<file path="src/hdl/ple_pkg.sv">
// Shared types and constants for the positional list engine.
// Used by the controller, the datapath and the top level; depends on nothing.
package ple_pkg;

  localparam int CAPACITY  = 64;
  localparam int ADDR_W    = $clog2(CAPACITY);
  localparam int DATA_W    = 32;
  localparam int CNT_W     = 7;
  localparam int POS_W     = 7;
  localparam int OP_W      = 2;
  localparam int CNT_LIMIT = (CAPACITY < 127) ? CAPACITY : 127;

  typedef enum logic [OP_W-1:0] {
    OP_INSERT = 2'd0,
    OP_DELETE = 2'd1,
    OP_READ   = 2'd2
  } op_t;

  typedef struct packed {
    logic load;
    logic init_k;
    logic mem_rd;
    logic wr_move;
    logic finish;
    logic reply;
    logic use_rdata;
  } ple_cmd_t;

  typedef struct packed {
    logic ok;
    logic more;
    logic is_read;
  } ple_stat_t;

endpackage

</file>
<file path="src/hdl/positional_list_engine.sv">
// Top level of the positional list engine: an ordered list of signed words.
// Depends on ple_pkg, ple_ctrl and ple_dp.
//
// A word is taken when start is high and busy is low; in_op selects insert,
// delete or read, in_position is the one-based place and in_value the word
// to insert. Every word gives exactly one result, shown for a single cycle
// with out_strobe high: out_status (0 success, 1 error), out_read_value (the
// word read, zero otherwise) and out_count (list length after the operation).
// The receiver cannot stall, so results must be taken as they appear.
// Busy stays high while a word is worked on: a rejected word only for the
// check, a read for the check and the RAM read, an insert or delete also
// for the element move. The result strobe comes in the first cycle in which
// busy is low again, and a new word may be started in that same cycle. The
// cost of insert and delete is the element move through the RAM, one
// element per RAM read and write.
// Reset clears the state machine, the count and the strobe; the list then
// holds no elements.
module positional_list_engine (
  input  logic                              clk,
  input  logic                              rst_n,
  input  logic                              start,
  output logic                              busy,
  input  logic [ple_pkg::OP_W-1:0]          in_op,
  input  logic [ple_pkg::POS_W-1:0]         in_position,
  input  logic signed [ple_pkg::DATA_W-1:0] in_value,
  output logic                              out_strobe,
  output logic                              out_status,
  output logic signed [ple_pkg::DATA_W-1:0] out_read_value,
  output logic [ple_pkg::CNT_W-1:0]         out_count
);
  import ple_pkg::*;

  ple_cmd_t  cmd;
  ple_stat_t st;

  ple_ctrl u_ctrl (
    .clk  (clk),
    .rst_n(rst_n),
    .start(start),
    .busy (busy),
    .st   (st),
    .cmd  (cmd)
  );

  ple_dp u_dp (
    .clk           (clk),
    .rst_n         (rst_n),
    .cmd           (cmd),
    .st            (st),
    .in_op         (in_op),
    .in_position   (in_position),
    .in_value      (in_value),
    .out_strobe    (out_strobe),
    .out_status    (out_status),
    .out_read_value(out_read_value),
    .out_count     (out_count)
  );

  a_strobe_idle: assert property (@(posedge clk) disable iff (!rst_n)
    out_strobe |-> !busy)
    else $error("result strobe while busy");

  a_accept_busy: assert property (@(posedge clk) disable iff (!rst_n)
    (start && !busy) |=> busy)
    else $error("accepted word did not make the block busy");

  a_err_zero: assert property (@(posedge clk) disable iff (!rst_n)
    (out_strobe && out_status) |-> (out_read_value == '0))
    else $error("error result carries a nonzero read value");

  a_count_max: assert property (@(posedge clk) disable iff (!rst_n)
    out_strobe |-> (out_count <= CNT_W'(CNT_LIMIT)))
    else $error("count above capacity");

endmodule

</file>
<file path="src/hdl/ple_ram.sv">
// Generic single-write, single-read RAM with a registered read port.
// Stand-alone; holds the list words for the datapath.
module ple_ram #(
  parameter int WIDTH = 32,
  parameter int DEPTH = 64
) (
  input  logic                     clk,
  input  logic                     we,
  input  logic [$clog2(DEPTH)-1:0] waddr,
  input  logic [WIDTH-1:0]         wdata,
  input  logic                     re,
  input  logic [$clog2(DEPTH)-1:0] raddr,
  output logic [WIDTH-1:0]         rdata
);

  logic [WIDTH-1:0] mem [DEPTH];
  logic [WIDTH-1:0] rdata_r;

  always_ff @(posedge clk) begin
    if (we) begin
      mem[waddr] <= wdata;
    end
    if (re) begin
      rdata_r <= mem[raddr];
    end
  end

  assign rdata = rdata_r;

endmodule

</file>
<file path="src/hdl/ple_ctrl.sv">
// Controller state machine of the positional list engine.
// Depends on ple_pkg; drives the datapath through ple_cmd_t and reads ple_stat_t.
module ple_ctrl (
  input  logic               clk,
  input  logic               rst_n,
  input  logic               start,
  output logic               busy,
  input  ple_pkg::ple_stat_t st,
  output ple_pkg::ple_cmd_t  cmd
);
  import ple_pkg::*;

  typedef enum logic [4:0] {
    S_IDLE  = 5'b00001,
    S_CHECK = 5'b00010,
    S_LOOP  = 5'b00100,
    S_MOVE  = 5'b01000,
    S_RWAIT = 5'b10000
  } state_t;

  state_t state_r, state_nxt;

  always_ff @(posedge clk) begin
    if (!rst_n) begin
      state_r <= S_IDLE;
    end else begin
      state_r <= state_nxt;
    end
  end

  always_comb begin
    state_nxt = state_r;
    cmd       = '0;
    unique case (state_r)
      S_IDLE: begin
        if (start) begin
          cmd.load  = 1'b1;
          state_nxt = S_CHECK;
        end
      end
      S_CHECK: begin
        if (!st.ok) begin
          cmd.reply = 1'b1;
          state_nxt = S_IDLE;
        end else begin
          cmd.init_k = 1'b1;
          state_nxt  = S_LOOP;
        end
      end
      S_LOOP: begin
        if (st.is_read) begin
          cmd.mem_rd = 1'b1;
          state_nxt  = S_RWAIT;
        end else if (st.more) begin
          cmd.mem_rd = 1'b1;
          state_nxt  = S_MOVE;
        end else begin
          cmd.finish = 1'b1;
          cmd.reply  = 1'b1;
          state_nxt  = S_IDLE;
        end
      end
      S_MOVE: begin
        cmd.wr_move = 1'b1;
        state_nxt   = S_LOOP;
      end
      S_RWAIT: begin
        cmd.reply     = 1'b1;
        cmd.use_rdata = 1'b1;
        state_nxt     = S_IDLE;
      end
      default: begin
        state_nxt = S_IDLE;
      end
    endcase
  end

  assign busy = (state_r != S_IDLE);

endmodule

</file>
<file path="src/hdl/ple_dp.sv">
// Datapath of the positional list engine: operand registers, count, move index,
// the element RAM and the result registers. Depends on ple_pkg and ple_ram.
module ple_dp (
  input  logic                              clk,
  input  logic                              rst_n,
  input  ple_pkg::ple_cmd_t                 cmd,
  output ple_pkg::ple_stat_t                st,
  input  logic [ple_pkg::OP_W-1:0]          in_op,
  input  logic [ple_pkg::POS_W-1:0]         in_position,
  input  logic signed [ple_pkg::DATA_W-1:0] in_value,
  output logic                              out_strobe,
  output logic                              out_status,
  output logic signed [ple_pkg::DATA_W-1:0] out_read_value,
  output logic [ple_pkg::CNT_W-1:0]         out_count
);
  import ple_pkg::*;

  logic [OP_W-1:0]   op_r;
  logic [POS_W-1:0]  pos_r;
  logic [DATA_W-1:0] val_r;
  logic [CNT_W-1:0]  count_r, count_nxt;
  logic [CNT_W-1:0]  k_r;
  logic              strobe_r;
  logic              status_r;
  logic [DATA_W-1:0] rdval_r;
  logic [CNT_W-1:0]  ocount_r;

  logic              is_ins, is_del, is_rd, ok;
  logic [POS_W-1:0]  pos_m1;
  logic [CNT_W-1:0]  k_m1;
  logic [CNT_W:0]    count_p1;
  logic              ram_we, ram_re;
  logic [ADDR_W-1:0] ram_waddr, ram_raddr;
  logic [DATA_W-1:0] ram_wdata, ram_rdata;

  assign is_ins   = (op_r == OP_INSERT);
  assign is_del   = (op_r == OP_DELETE);
  assign is_rd    = (op_r == OP_READ);
  assign pos_m1   = pos_r - POS_W'(1);
  assign k_m1     = k_r - CNT_W'(1);
  assign count_p1 = {1'b0, count_r} + (CNT_W+1)'(1);

  always_comb begin
    ok = 1'b0;
    if (pos_r != '0) begin
      case (op_r)
        OP_INSERT: ok = ((CNT_W+1)'(pos_r) <= count_p1) &&
                        (count_r < CNT_W'(CNT_LIMIT));
        OP_DELETE, OP_READ: ok = (CNT_W'(pos_r) <= count_r);
        default: ok = 1'b0;
      endcase
    end
  end

  assign st.ok      = ok;
  assign st.is_read = is_rd;
  assign st.more    = is_ins ? (k_r >= CNT_W'(pos_r)) : (k_r < count_r);

  always_comb begin
    count_nxt = count_r;
    if (cmd.finish) begin
      if (is_ins) begin
        count_nxt = count_r + CNT_W'(1);
      end else if (is_del) begin
        count_nxt = count_r - CNT_W'(1);
      end
    end
  end

  assign ram_re    = cmd.mem_rd;
  assign ram_raddr = is_rd  ? ADDR_W'(pos_m1) :
                     is_ins ? ADDR_W'(k_m1) : ADDR_W'(k_r);
  assign ram_we    = cmd.wr_move || (cmd.finish && is_ins);
  assign ram_waddr = cmd.wr_move ? (is_ins ? ADDR_W'(k_r) : ADDR_W'(k_m1))
                                 : ADDR_W'(pos_m1);
  assign ram_wdata = cmd.wr_move ? ram_rdata : val_r;

  ple_ram #(
    .WIDTH(DATA_W),
    .DEPTH(CAPACITY)
  ) u_ram (
    .clk  (clk),
    .we   (ram_we),
    .waddr(ram_waddr),
    .wdata(ram_wdata),
    .re   (ram_re),
    .raddr(ram_raddr),
    .rdata(ram_rdata)
  );

  always_ff @(posedge clk) begin
    if (cmd.load) begin
      op_r  <= in_op;
      pos_r <= in_position;
      val_r <= in_value;
    end
    if (cmd.init_k) begin
      k_r <= is_ins ? count_r : CNT_W'(pos_r);
    end else if (cmd.wr_move) begin
      k_r <= is_ins ? k_m1 : (k_r + CNT_W'(1));
    end
    if (cmd.reply) begin
      status_r <= !ok;
      rdval_r  <= cmd.use_rdata ? ram_rdata : '0;
      ocount_r <= count_nxt;
    end
  end

  always_ff @(posedge clk) begin
    if (!rst_n) begin
      count_r  <= '0;
      strobe_r <= 1'b0;
    end else begin
      count_r  <= count_nxt;
      strobe_r <= cmd.reply;
    end
  end

  assign out_strobe     = strobe_r;
  assign out_status     = status_r;
  assign out_read_value = rdval_r;
  assign out_count      = ocount_r;

endmodule
</file>
<file path="config.mk">
export PLATFORM = sky130hd
export DESIGN_NAME = positional_list_engine
export DESIGN_NICKNAME = d
export VERILOG_FILES = /design/src/hdl/ple_pkg.sv /design/src/hdl/positional_list_engine.sv /design/src/hdl/ple_ram.sv /design/src/hdl/ple_ctrl.sv /design/src/hdl/ple_dp.sv
export SDC_FILE = /design/constraint.sdc
export NUM_CORES = 2
export LEC_CHECK = 0
export BUFFER_PORTS_ARGS = -buffer_cell sky130_fd_sc_hd__buf_2
export CORE_ASPECT_RATIO = 1.2
export CORE_UTILIZATION = 50
export DETAILED_ROUTE_END_ITERATION = 16
export PLACE_DENSITY = 0.69
export SLEW_MARGIN = 10
export SYNTH_ARGS = -nofsm -noshare
export SYNTH_HDL_FRONTEND = slang
export SYNTH_SLANG_ARGS = --single-unit
export TNS_END_PERCENT = 100
</file>
<file path="constraint.sdc">
create_clock -name clk -period 4.35 [get_ports clk]
set_input_delay 0.87 -clock clk [delete_from_list [all_inputs] [get_ports clk]]
set_output_delay 0.87 -clock clk [all_outputs]
set_load 0.01 [all_outputs]
</file>
==> results by group <==
Place
  – Buffers on Ports: 85
  – Total half-perimeter wirelength after legalization and detailed placement: 140 mm
  – Weighted congestion at the end of routability-driven global placement: 0.950
  – Placed cells: between 7k and 8k
  – Placement Cell Area: roughly 90,000 µm²

Setup path
  – Largest fanout on the critical path: 18
  – CP cell instances: inv_1, ha_1, xnor2_1, o221a_4, buf_12, buf_4, mux2_2, a221oi_1, and3_1, buf_4, a31oi_1
  – Family with the most delay on the worst path: compound AO/OA/AOI/OAI gates
  – Max incr delay on CP: 600 ps
  – CP max-delay cell: sky130_fd_sc_hd__o221a_4
  – Critical Path RT: 4940 ps
  – Type of destination of the critical path: register
  – Setup crit start kind: register
  – Buffers plus inverters on the worst setup path: 4
  – Most common cell type on the critical path: sky130_fd_sc_hd__buf_4
  – Critical path start-end classification: register to register
  – CP Data Arrival Time: between 4000 and 5000 ps

Clock tree
  – Number of buffers inserted during clock tree synthesis: 193
  – Clock latency of the later-clocked register in the worst-skew pair: between 800 and 900 ps
  – Hold bufs inserted after CTS: 0
  – Clock transition at path regs: 70 ps
  – Number of buffers inserted to repair setup after CTS: 0
  – Post-CTS Resized: 0
  – Sink Count: 2,181
  – Maximum buffer depth of the clock tree: 3
  – CTS tree: done
  – H-tree Lvls: 4
  – Clock root buffer: sky130_fd_sc_hd__clkbuf_16

Final layout
  – Multi-input gate area: 19,300 µm²
  – Post-layout instance count excluding filler cells: 7,704
  – Storage element area: ~65,000 µm²
  – Layout cell share with drive strength beyond 1: between 10% and 20%
  – Fill cell count: 12.5k
  – Finished layout cell area: 97,200 µm²
  – Area growth, synth to finish: 13.4%
  – NumNets Final: approximately 5.4k

STA
  – Share of the clock period used by the worst path: 97.8%
  – Final period demand of the worst path: approximately 4300 ps
  – Setup Skew: about 36 ps
  – Post-route setup TNS: 0 ps
  – Number of pins exceeding their max-slew limit in the final report: 0
  – RSZ-0062 raised after global routing: false
  – Least-Margin Pin Slew: 1110 ps
  – Final setup violation count: 0
  – Max-slew headroom at the worst pin: between 20% and 30%
  – Highest achievable clock rate: 235 MHz
  – Endpoints failing hold: 0

Floorplanning
  – Die Area: 173,000 µm²
  – Placeable core area: 171,000 µm²
  – X dimension of the die: 380 µm
  – Initial Util: slightly above 50%
  – Row count: 166
  – Top Ports: 86
  – Floorplan die height: roughly 460 µm

Synth
  – Cell type with the highest aggregate area in the netlist: sky130_fd_sc_hd__edfxtp_1
  – Mapped cell area: 85,800 µm²
  – Post-synthesis cell type count: 75
  – Number of enable-type register cells in the synthesized netlist: around 2.2k
  – Synthesized area per cell: 17.0 µm²
  – Number of nets produced by synthesis: 5,129
  – Post-synth top cells: sky130_fd_sc_hd__edfxtp_1 (2,168), sky130_fd_sc_hd__nand2_1 (970), sky130_fd_sc_hd__mux4_2 (230)
  – Share of synthesized area occupied by flip-flops and latches: 76.2%
  – Most common cell in the synthesized netlist: sky130_fd_sc_hd__edfxtp_1
  – Synthesis-stage register bit count: roughly 2.2k
  – Dominant cells by area after synthesis: sky130_fd_sc_hd__edfxtp_1 (76%), sky130_fd_sc_hd__mux4_2 (6.0%), sky130_fd_sc_hd__nand2_1 (4.2%)
  – Proportion of register bits with asynchronous set or reset after synthesis: 0%
  – Predominant post-synthesis flop cell: sky130_fd_sc_hd__edfxtp_1
  – Synth warnings: 0
  – Synth top area share: 75.9%
  – Cells after Synth: 5,045

Worst hold path
  – Class of the worst hold path: primary input to register

Global routing
  – GRT met1 Usage: between 30% and 40%
  – Met2 track utilization from global routing: 41.0%
  – Global-route wire length before repair: 336 mm
  – Leftover overflow at the end of global routing: 0
  – Most heavily used metal layer in global routing: met2
  – Number of antenna violations at the first check in global routing: 9
  – Maximum number of pins on one net before global-route repair: 129
  – Overall track demand over capacity in global routing: 26.8%
  – Grt met3 use: under 10%
  – Vias in the first global route: roughly 47k

Detailed routing
  – Average wire per cell in the routed design: 30.5 µm
  – Initial detailed-routing violation count: 7,253
  – Per-cell via count in the routed design: 6.35
  – Drt first pass iters: 7
  – Via total after detailed routing: 48.9k
  – Final antenna-violating net count: 0
  – Final wirelength: 235 mm
  – Count of unresolved DRC violations after routing: 0

Pwr
  – Peak supply drop: 0.000473 V
  – Ratio of total power to cell area: between 400 and 500 nW/µm²
  – Leakage power: between 30 and 40 nW

Status
  – Run status: finished, final reports clean

Job
  – Number of max-cap violations: 0
## per-stage QoR
stage | hold WS [ps] | util (%) | setup WS [ps] | power (mW)
6_report | 190 | 57.0 | 94.4 | 44.2
5_1_grt | 174 | 57.0 | 3.09 | 45.2
4_1_cts | 143 | 57.0 | 224 | 44.3
3_5_place_dp | 499 | 53.3 | 247 | 27.3
3_3_place_gp | 486 | 53.3 | 190 | 27.3
2_1_floorplan | 468 | - | -477 | 25.8
## per-layer routing
layer	share of wire (%)	vias up
li1	-	20335
met1	38	25119
met2	46	2988
met3	11	456
met4	5.2	6
met5	0.017	-
## kinds of logic after synthesis
logic type | after synthesis | share of synthesized area [%]
mux | 438 | 8.51
flops | 2181 | 76.2
compound gates | 504 | 4.57
buf+inv | 338 | 2.05
simple gates | 1513 | 7.75
fa+ha+maj | 40 | 0.584
xor+xnor | 31 | 0.317
## report_power, final
group	switching [mW]	internal (mW)
logic	2.52	1.19
clock network	7.58	9.69
registers	0.0225	23.2
## cells in the final DEF, fill, tap and decap left out, types with 23 or more instances in the layout
cell type and instances:
sky130_fd_sc_hd__a211oi_1 23, sky130_fd_sc_hd__a21oi_1 66, sky130_fd_sc_hd__a221oi_1 30, sky130_fd_sc_hd__a22oi_1 39
sky130_fd_sc_hd__a31oi_1 42, sky130_fd_sc_hd__a32oi_1 163, sky130_fd_sc_hd__and2_1 40, sky130_fd_sc_hd__and3_1 51
sky130_fd_sc_hd__buf_12 71, sky130_fd_sc_hd__buf_2 85, sky130_fd_sc_hd__buf_4 197, sky130_fd_sc_hd__bufinv_16 23
sky130_fd_sc_hd__clkbuf_1 34, sky130_fd_sc_hd__clkbuf_16 198, sky130_fd_sc_hd__clkinv_1 40, sky130_fd_sc_hd__clkinv_2 36
sky130_fd_sc_hd__edfxtp_1 2168, sky130_fd_sc_hd__ha_1 40, sky130_fd_sc_hd__inv_1 23, sky130_fd_sc_hd__mux2_2 32
sky130_fd_sc_hd__mux2i_1 176, sky130_fd_sc_hd__mux4_2 230, sky130_fd_sc_hd__nand2_1 938, sky130_fd_sc_hd__nand2_4 29
sky130_fd_sc_hd__nand3_1 217, sky130_fd_sc_hd__nand4_1 76, sky130_fd_sc_hd__nor2_1 29, sky130_fd_sc_hd__nor3_2 65
sky130_fd_sc_hd__o21ai_0 29, sky130_fd_sc_hd__xnor2_1 26
## registers in the layout, indices dropped and copies added (netlist names)
register,flops
u_dp.u_ram.mem,2048
u_dp.u_ram.rdata,32
u_dp.k_r,7
u_ctrl.state_r,5
u_dp.out_read_value,32
u_dp.pos_r,7
u_dp.out_strobe,1
u_dp.op_r,2
u_dp.val_r,32
u_dp.out_status,1
u_dp.out_count,7
u_dp.count_r,7
## worst paths after layout
check / startpoint / slack [ps] / cells past startpoint / end
hold reg to reg: u_dp.count_r[1] / 520 / 2 / u_dp.count_r[1]
setup reg to reg: u_dp.pos_r[0] / 90 / 11 / u_dp.u_ram.rdata[10]
setup / recovery: u_dp.pos_r[0] / 90 / 11 / u_dp.u_ram.rdata[10]
hold / removal: in_value[5] / 190 / 1 / u_dp.val_r[5]
## area by class of cell
class                      count  share of cell area [%]
tap                         2268                    2.92
clock inverter               118                    1.27
inverter                      24                  0.0927
clock buffer                 232                    5.23
timing repair buffer         353                    3.42
multi-input combinational   2526                    19.8
antenna                        2                 0.00515
sequential                  2181                    67.2
(Power assumes the default switching activity.)
